**config.mk**
```make
export PLATFORM = sky130hd
export DESIGN_NAME = rce_ctrl
export DESIGN_NICKNAME = d
export VERILOG_FILES = /design/src/hdl/rce_pkg.sv /design/src/hdl/rce_ctrl.sv
export SDC_FILE = /design/constraint.sdc
export NUM_CORES = 1
export LEC_CHECK = 0
export BUFFER_PORTS_ARGS = -buffer_cell sky130_fd_sc_hd__buf_2
export CAP_MARGIN = 20
export CORE_AREA = 5 5 42 44
export DETAILED_ROUTE_END_ITERATION = 12
export DIE_AREA = 0 0 47 49
export GPL_ROUTABILITY_DRIVEN = 0
export REMOVE_ABC_BUFFERS = 1
export SLEW_MARGIN = 10
export SYNTH_ARGS = -nofsm -noshare
export SYNTH_HDL_FRONTEND = slang
export SYNTH_SLANG_ARGS = --single-unit
```
**constraint.sdc**
```tcl
create_clock -name clk -period 1.22 [get_ports clk]
set_input_delay 0.061 -clock clk [delete_from_list [all_inputs] [get_ports clk]]
set_output_delay 0.061 -clock clk [all_outputs]
set_load 0.01 [all_outputs]
```
**src/hdl/rce_pkg.sv**
```systemverilog
package rce_pkg;

  localparam int MAX_WIDTH_DEF = 1024;
  localparam logic [10:0] WIDTH_RESET = 11'd640;
  localparam logic [15:0] HEIGHT_RESET = 16'd480;
  localparam int NUM_RESULTS = 4;
  localparam int RESULT_IDX_W = 2;

  typedef enum logic [0:0] {
    REG_WIDTH  = 1'b0,
    REG_HEIGHT = 1'b1
  } reg_index_t;

  typedef enum logic [2:0] {
    ST_IDLE,
    ST_READ,
    ST_START,
    ST_ROOT,
    ST_EMIT
  } state_t;

  // controller to datapath
  typedef struct packed {
    logic load;        // capture pixel and read line store
    logic commit;      // form results, update window, counters and line store
    logic root_start;  // latch sum of squares of the current result
    logic root_step;   // one digit of the square root
    logic advance;     // step to the next queued result
  } dp_cmd_t;

  // datapath to controller
  typedef struct packed {
    logic has_results;
    logic last_result;
    logic root_done;
  } dp_status_t;

endpackage

```
**src/hdl/rce_ctrl.sv**
```systemverilog
module rce_ctrl (
  input  logic                clk,
  input  logic                rst,
  input  logic                pixel_valid,
  output logic                pixel_ready,
  input  logic                result_ready,
  output logic                result_valid,
  output rce_pkg::dp_cmd_t    cmd,
  input  rce_pkg::dp_status_t status
);

  rce_pkg::state_t state;
  rce_pkg::state_t state_next;

  always_ff @(posedge clk) begin
    if (rst) begin
      state <= rce_pkg::ST_IDLE;
    end else begin
      state <= state_next;
    end
  end

  // next state
  always_comb begin
    state_next = state;
    case (state)
      rce_pkg::ST_IDLE: begin
        if (pixel_valid) state_next = rce_pkg::ST_READ;
      end
      rce_pkg::ST_READ: begin
        state_next = status.has_results ? rce_pkg::ST_START : rce_pkg::ST_IDLE;
      end
      rce_pkg::ST_START: begin
        state_next = rce_pkg::ST_ROOT;
      end
      rce_pkg::ST_ROOT: begin
        if (status.root_done) state_next = rce_pkg::ST_EMIT;
      end
      rce_pkg::ST_EMIT: begin
        if (result_ready) begin
          state_next = status.last_result ? rce_pkg::ST_IDLE : rce_pkg::ST_START;
        end
      end
      default: state_next = rce_pkg::ST_IDLE;
    endcase
  end

  // outputs
  always_comb begin
    pixel_ready = 1'b0;
    result_valid = 1'b0;
    cmd = '0;
    case (state)
      rce_pkg::ST_IDLE: begin
        pixel_ready = 1'b1;
        cmd.load = pixel_valid;
      end
      rce_pkg::ST_READ: begin
        cmd.commit = 1'b1;
      end
      rce_pkg::ST_START: begin
        cmd.root_start = 1'b1;
      end
      rce_pkg::ST_ROOT: begin
        cmd.root_step = 1'b1;
      end
      rce_pkg::ST_EMIT: begin
        result_valid = 1'b1;
        cmd.advance = result_ready;
      end
      default: ;
    endcase
  end

endmodule

```
==> results.md, run 1 <==
- Critical path required time: roughly 1.2 ns
- Leak Pwr: between 0.1 and 0.15 nW
- Setup TNS: 0 ns
- Slowest library cell on the worst path: dfxtp_2
- RSZ-0062 raised after global routing: yes
- Final min period: ~1.2 ns
- Clock Latency Late Sink: 0.23 ns
- Post CTS Setup Buffer Count: 0
- Largest net degree at the start of global routing: 13
- Vias in the first global route: between 200 and 250
- # placed instances: between 50 and 60
- Number of synthesized flops with an enable pin: 0
- Tcrit/Tclk final: 95.4%
- Site Rows: 14
- Cell-internal power: between 0.2 and 0.3 mW
- Ant diodes: 0
- Outcome: finished, final reports clean
- Hold_sp: rst
- Setup Viol. Count Final: 0
- Initial antenna violation count: 0
- CP Class: reg -> out
- Clock sink count: 3
- Crit. End Element: output pin
- Nets: 49
- Die width: 47 um
- Root Driver: clkbuf_4
- Wire per inst: roughly 11 um
- Crit path DAT: roughly 1.1 ns
- Area leader, netlist: dfxtp_1
- FF-to-FF setup slack: approximately 0.26 ns
- Number of fill cells: about 180
- Core Footprint: 1400 sq um
- First-pass GRT wire length: 924 um
- Layout cells sized above 1: 63.4%
- Vias/cell: ~4.2
- Die height: between 40 and 50 um
- H-tree levels: 1
- Setup Skew: slightly below 0.004 ns
- Hold EP: state[2]
- Pre-Repair DR Iteration Count: 2
- Max Buffers Root-to-Sink: 2
- R2R depth: 3
- Syn Inst Count: 26
- Total CTS buffers: 3
- Layout Cells excl Fill: 57
- Post-route setup slack: about 0.056 ns
- Top post-synthesis cells by area: dfxtp_1, a211oi_2, nor3b_2
- Top reg by flops: state
- Slew Limit Fails: 0
- Vias: about 240
- CTS Hold Buffers Added: 0
- Syn-to-layout area delta: 44.8%
- Tot Pwr: roughly 0.34 mW
- DRT iter0 DRCs: 4
- Measured slew at the worst slew-check pin: around 0.26 ns
- Drt drc: 0
- Maximum vdd drop: 0.224 mV
- Pwr dens: about 1000 nW/um^2
- CTS resizes: 2
- All-Layer GR Usage: roughly 6%
- Flops & latches, synth: 3
- Slowest stage delay, CP: ~0.38 ns
- Yosys top cell area share: a little over a quarter
- Max reg flops: 3
- Global route overflow: 0
- FMAX: roughly 860 MHz
- Worst hold slack: 0.0221 ns
- YS warnings: 0
- Mapped cell area: 226 sq um
- HPWL Detailed: 437 um
- Dominant synthesized flop cell: dfxtp_1
- Ports: 14
- Routed Antenna Nets: 0
- Total Routed Length: ~630 um
- Worst Path Max Fanout: 12
- Hold Crit Depth: 2
- Clock slew at reported path FFs: 0.04 ns
- Max Cap Viol: 0
- Hold Vio Cnt, Final: 0
- Clk pwr share: between 50% and 60%
- Rel. slew slack: between 80% and 90%
- I/O Buffers: 13
- Fraction of registers with async set/reset: 0%
- Worst Setup SP: state[2]
- Dpl ws: roughly 0.14 ns
- Initial Util: 16.2%
- Mapped Avg Cell Area: ~8.7 sq um
- Die area: about 2300 sq um
- Seq pwr share: 32.8%
- Post-synthesis sequential area ratio: a little over a quarter
- R2r startpoint: state[2]
- Library cells used by synthesis: 21
- Crit path cell chain: nor3_1, and2_1, buf_2
- Switching pwr: approximately 0.088 mW
- HP Class: in -> reg
- Comb power frac: approximately 17%
- CTS tree: built
- Sw Ratio: approximately 26%
- Setup crit start kind: flop
- Critical R2R Capture: state[1]
- Biggest registers after layout: state x3
## power groups by stage
stage / registers, mW / clock network, mW / logic [mW]
2_1_floorplan: 0.111 / 0 / 0.0296
3_3_place_gp: 0.112 / 0 / 0.0554
3_5_place_dp: 0.113 / 0 / 0.0553
4_1_cts: 0.112 / 0.181 / 0.0555
5_1_grt: 0.114 / 0.193 / 0.0632
6_report: 0.113 / 0.174 / 0.0566
## through the flow
| stage | utilization (%) | instance area (sq um) |
|---|---|---|
| floorplan | - | 210 |
| global placement | 21.1 | 295 |
| detailed placement | 21.1 | 295 |
| CTS | 23.1 | 324 |
| global route | 23.4 | 328 |
| finish | 23.4 | 328 |
## cell type report
type / instances / area, sq um / share of cell area [%]
multi-input combinational: 20 / 149 / 45.4
timing repair buffer: 13 / 65.1 / 19.8
sequential: 3 / 63.8 / 19.5
clock buffer: 4 / 26.3 / 8.02
tap: 16 / 20.0 / 6.11
inverter: 1 / 3.75 / 1.15
## worst max-delay path by stage
stage                     endpoint  depth (start not counted)
after floorplan             cmd[4]                          2
after global placement    state[1]                          3
after detailed placement  state[1]                          3
after CTS                   cmd[0]                          3
after global routing        cmd[4]                          3
final                       cmd[4]                          3
## placed cells by master, fill, tap and decap left out
master    count
nor2_1        1
a211oi_2      1
and3_2        1
and3b_2       1
mux2i_1       1
nor3_1        2
nand3b_1      1
nor2_2        1
nor4bb_1      1
a21oi_1       2
nor3b_2       1
o22ai_1       1
and2_1        1
and2_2        1
clkbuf_4      3
nor4b_1       1
o31a_1        1
dfxtp_2       3
inv_2         1
nand2_1       1
clkbuf_1      1
buf_2        13
nor3b_1       1
## synthesized netlist by cell type (2+ instances only)
library cell / number
a21oi_1: 2
nor3_1: 2
dfxtp_1: 3
nor2_1: 2
## logic make-up (layout without fill, tap and decap cells)
family | count (synthesis) | after routing | synth area share, %
compound gates | 5 | 5 | 16.6
flops | 3 | 3 | 26.5
mux | 1 | 1 | 4.42
buf+inv | 3 | 18 | 8.84
simple gates | 14 | 14 | 43.7
## critical path: cells and delay by family (launching register included)
kind	cells	cell delay, ns
simple gates	2	0.38
buf+inv	1	0.12
flops	1	0.38
## layer usage
metal	wire [um]	vias to the layer above	GRT usage (%)	part of all wire, %
li1	-	127	-	-
met1	257	105	5.92	41
met2	303	9	8.37	48
met3	64	0	2.21	10
met4	0	0	6.91	0
met5	0	-	0	0
Note: power is estimated with default switching activity, not from simulation.
==> inputs of run 2 (changes only) <==
--- a/config.mk
+++ b/config.mk
@@ -11,7 +11,9 @@
 export DETAILED_ROUTE_END_ITERATION = 12
 export DIE_AREA = 0 0 47 49
 export GPL_ROUTABILITY_DRIVEN = 0
+export HOLD_SLACK_MARGIN = 0.1
 export REMOVE_ABC_BUFFERS = 1
+export SKIP_CTS_REPAIR_TIMING = 1
 export SLEW_MARGIN = 10
 export SYNTH_ARGS = -nofsm -noshare
 export SYNTH_HDL_FRONTEND = slang
==> results.md, run 2 (synthesis results as in run 1) <==
- Commonest non-fill, non-tap cells in the layout: buf_2, clkbuf_4, dfxtp_2, a21oi_1
- Crit. End Element: output pin
- Measured slew at the worst slew-check pin: between 0.2 and 0.3 ns
- Site Rows: 14
- Die width: between 40 and 50 um
- Hold_sp: status[0]
- Core Footprint: ~1400 sq um
- Maximum vdd drop: a little over 0.2 mV
- Biggest registers after layout: state x3
- Initial antenna violation count: 0
- Top reg by flops: state
- Clock Latency Late Sink: roughly 0.23 ns
- Critical path required time: between 1 and 1.5 ns
- Total CTS buffers: 3
- Setup Skew: 0.00360 ns
- Tcrit/Tclk final: around 92%
- Max Buffers Root-to-Sink: 2
- Outcome: finished, final reports clean
- Tot Pwr: about 0.35 mW
- Total Routed Length: about 630 um
- Wire per inst: ~11 um
- H-tree levels: 1
- Ports: 14
- Initial Util: 16.2%
- Critical R2R Capture: state[1]
- RSZ-0062 raised after global routing: no
- DRT iter0 DRCs: 3
- Max Cap Viol: 0
- Ant diodes: 0
- First-pass GRT wire length: roughly 870 um
- Vias in the first global route: roughly 230
- Drt drc: 0
- R2R depth: 3
- Worst Path Max Fanout: 9
- Final min period: 1.13 ns
- Setup crit start kind: flop
- Pre-Repair DR Iteration Count: 2
- Layout cells sized above 1: 64.3%
- # placed instances: 53
- Global route overflow: 0
- Hold Crit Depth: 3
- Slew Limit Fails: 0
- Setup Viol. Count Final: 0
- Die area: between 2000 and 2500 sq um
- HPWL Detailed: 437 um
- Vias: 246
- Hold EP: state[2]
- Root Driver: clkbuf_4
- Layout Cells excl Fill: 58
- Pwr dens: approximately 1000 nW/um^2
- Rel. slew slack: between 80% and 90%
- R2r startpoint: state[2]
- Largest net degree at the start of global routing: 13
- Clock sink count: 3
- Die height: approximately 49 um
- All-Layer GR Usage: between 5 and 6%
- Syn-to-layout area delta: 51.4%
- Routed Antenna Nets: 0
- Max reg flops: 3
- Hold Vio Cnt, Final: 0
- Number of fill cells: 176
- Vias/cell: about 4.2
- FMAX: about 890 MHz
- Nets: 50
- FF-to-FF setup slack: ~0.25 ns
- I/O Buffers: 13
- CTS tree: built
- Most common cell after layout, fill and taps aside: buf_2
- CP Class: reg -> out
- HP Class: in -> reg
- Leak Pwr: 0.152 nW
- Crit path DAT: 1.06 ns
- Clock slew at reported path FFs: roughly 0.040 ns
## run 2: critical path, stage by stage, from the launching register on
cell	delay, ns
dfxtp_2	0.36
nor2_2	0.17
and3_2	0.19
buf_2	0.12
## run 2: layout make-up
cell class                 instances  area (sq um)  share of cell area, %
clock buffer                       4          26.3                   7.66
tap                               16          20.0                   5.84
inverter                           1          3.75                   1.09
multi-input combinational         20           154                   44.9
timing repair buffer              14          75.1                   21.9
sequential                         3          63.8                   18.6
## run 2: through the flow
stage	utilization [%]	TNS (ns)	hold slack, ns	instance area, sq um	setup slack (ns)
4_1_cts	22.9	-0.107	0.0294	322	-0.0474
3_3_place_gp	21.1	0	0.276	295	0.188
2_1_floorplan	-	0	0.130	210	0.172
3_5_place_dp	21.1	0	0.276	295	0.143
5_1_grt	24.5	0	0.108	343	0.0191
6_report	24.5	0	0.0938	343	0.0945
## run 2: worst max-delay path by stage
stage / startpoint / end / slack [ns] / cells after the start
2_1_floorplan: state[2] / cmd[4] / 0.17 / 2
3_3_place_gp: state[2] / state[1] / 0.19 / 3
3_5_place_dp: state[2] / state[1] / 0.14 / 3
4_1_cts: state[2] / cmd[4] / -0.05 / 3
5_1_grt: state[2] / cmd[4] / 0.02 / 3
6_report: state[0] / cmd[0] / 0.09 / 3
## run 2: routing by layer
layer  vias up  track usage [%]  share of wire (%)
met5         -                0                  0
met4         0             6.91                  0
met3         0             2.21                 10
met2         9             7.24                 47
met1       108             5.92                 42
li1        129                -                  -
## run 2: power by group
| group | internal (mW) | total, mW | switching (mW) |
|---|---|---|---|
| clock network | 0.123 | 0.175 | 0.0521 |
| logic | 0.0324 | 0.0592 | 0.0268 |
| registers | 0.103 | 0.114 | 0.0101 |
==> inputs of run 3 (changes only) <==
--- a/config.mk
+++ b/config.mk
@@ -12,6 +12,7 @@
 export DIE_AREA = 0 0 47 49
 export GPL_ROUTABILITY_DRIVEN = 0
 export HOLD_SLACK_MARGIN = 0.1
+export PLACE_DENSITY = 0.35
 export REMOVE_ABC_BUFFERS = 1
 export SKIP_CTS_REPAIR_TIMING = 1
 export SLEW_MARGIN = 10
==> results.md, run 3 (synthesis results as in run 1) <==
- Slowest library cell on the worst path: dfxtp_2
- CP top delay family: flip-flops
- Worst hold slack: approximately 0.099 ns
- Pre-Repair DR Iteration Count: 2
- Worst path buffer plus inverter count: 1
- Top reg by flops: state
- Vias/cell: about 4
- Pwr dens: 995 nW/um^2
- Routed Antenna Nets: 0
- Hold_sp: status[0]
- Wire per inst: around 10 um
- Most common cell after layout, fill and taps aside: buf_2
- Total Routed Length: approximately 600 um
- Total CTS buffers: 3
- Nets: 50
- Critical path required time: roughly 1.2 ns
- Drt drc: 0
- Crit path cell chain: nor2_2, and3_2, buf_2
- Initial antenna violation count: 0
- CTS tree: built
- Post-route setup slack: 0.0955 ns
- Die area: 2300 sq um
- Root Driver: clkbuf_4
- Crit path DAT: 1.06 ns
- Dpl ws: roughly 0.13 ns
- Ports: 14
- Setup TNS: 0 ns
- Vias: 239
- Hold Vio Cnt, Final: 0
- Tcrit/Tclk final: between 90 and 100%
- Post-layout util: 24.5%
- Slew Limit Fails: 0
- Clock sink count: 3
- Core Footprint: 1400 sq um
- HP Class: in -> reg
- Clock Latency Late Sink: 0.23 ns
- Worst Setup SP: state[0]
- Outcome: finished, final reports clean
- Number of fill cells: around 180
- DRT iter0 DRCs: 1
- FF-to-FF setup slack: 0.26 ns
- Rel. slew slack: between 80 and 90%
- Setup crit start kind: flop
- Final instance area: 343 sq um
- Layout cells sized above 1: around 64%
- CP Class: reg -> out
- Ant diodes: 0
- First-pass GRT wire length: approximately 1000 um
- Multi-input gate area: 154 sq um
- Syn-to-layout area delta: 51.4%
- Area after DPL: 295 sq um
- FMAX: 889 MHz
- Global route overflow: 0
- All-Layer GR Usage: 6.27%
- Max Buffers Root-to-Sink: 2
- H-tree levels: 1
- Crit. End Element: output pin
- Leak Pwr: about 0.15 nW
- Clock slew at reported path FFs: 0.04 ns
- RSZ-0062 raised after global routing: no
- Measured slew at the worst slew-check pin: about 0.25 ns
- Initial Util: between 10% and 20%
- Largest net degree at the start of global routing: 13
- Biggest registers after layout: state x3
- I/O Buffers: 13
- Setup Skew: around 0.0037 ns
- Max Cap Viol: 0
- Setup Viol. Count Final: 0
- R2r startpoint: state[2]
- Slowest stage delay, CP: about 0.36 ns
- Site Rows: 14
- Vias in the first global route: 254
- Worst Path Max Fanout: 9
- Die width: between 40 and 50 um
- Max reg flops: 3
- Maximum vdd drop: 0.387 mV
- Die height: approximately 49 um
- Register Area: 63.8 sq um
- Commonest non-fill, non-tap cells in the layout: buf_2, clkbuf_4, dfxtp_2, a21oi_1
- Final min period: roughly 1.1 ns
run 3: cell counts in the layout (fill, tap and decap cells not counted):
No cell type changed its count.
run 3: worst paths after layout:
check	endpoint	depth (start not counted)
max reg2reg	state[1]	3
min reg2reg	state[0]	1
max	cmd[0]	3
min	state[2]	3
run 3: stage by stage:
step,std cells,power (mW)
6_report,58,0.341
5_1_grt,58,0.363
4_1_cts,57,0.348
3_5_place_dp,53,0.169
3_3_place_gp,53,0.169
2_1_floorplan,24,0.140
run 3: per-layer routing:
layer  track usage, %  up-vias  wire length, um
li1                 -      131                -
met1             7.03      100              259
met2             8.37        8              280
met3             4.06        0               63
met4             4.15        0                0
met5                0        -                0
run 3: area by class of cell:
type	count	area share, %
multi-input combinational	20	44.9
clock buffer	4	7.66
inverter	1	1.09
sequential	3	18.6
timing repair buffer	14	21.9
tap	16	5.84
run 3: power by group:
part | leakage (nW) | switching [mW] | internal [mW]
Clock | 0.0150 | 0.0469 | 0.122
Combinational | 0.112 | 0.0262 | 0.0323
Sequential | 0.0258 | 0.0100 | 0.104
run 3: worst register-to-register path, delay by kind of cell, from the launching register on:
family / cells / cell delay (ns)
mux: 1 / 0.21
compound gates: 2 / 0.18
flops: 1 / 0.45
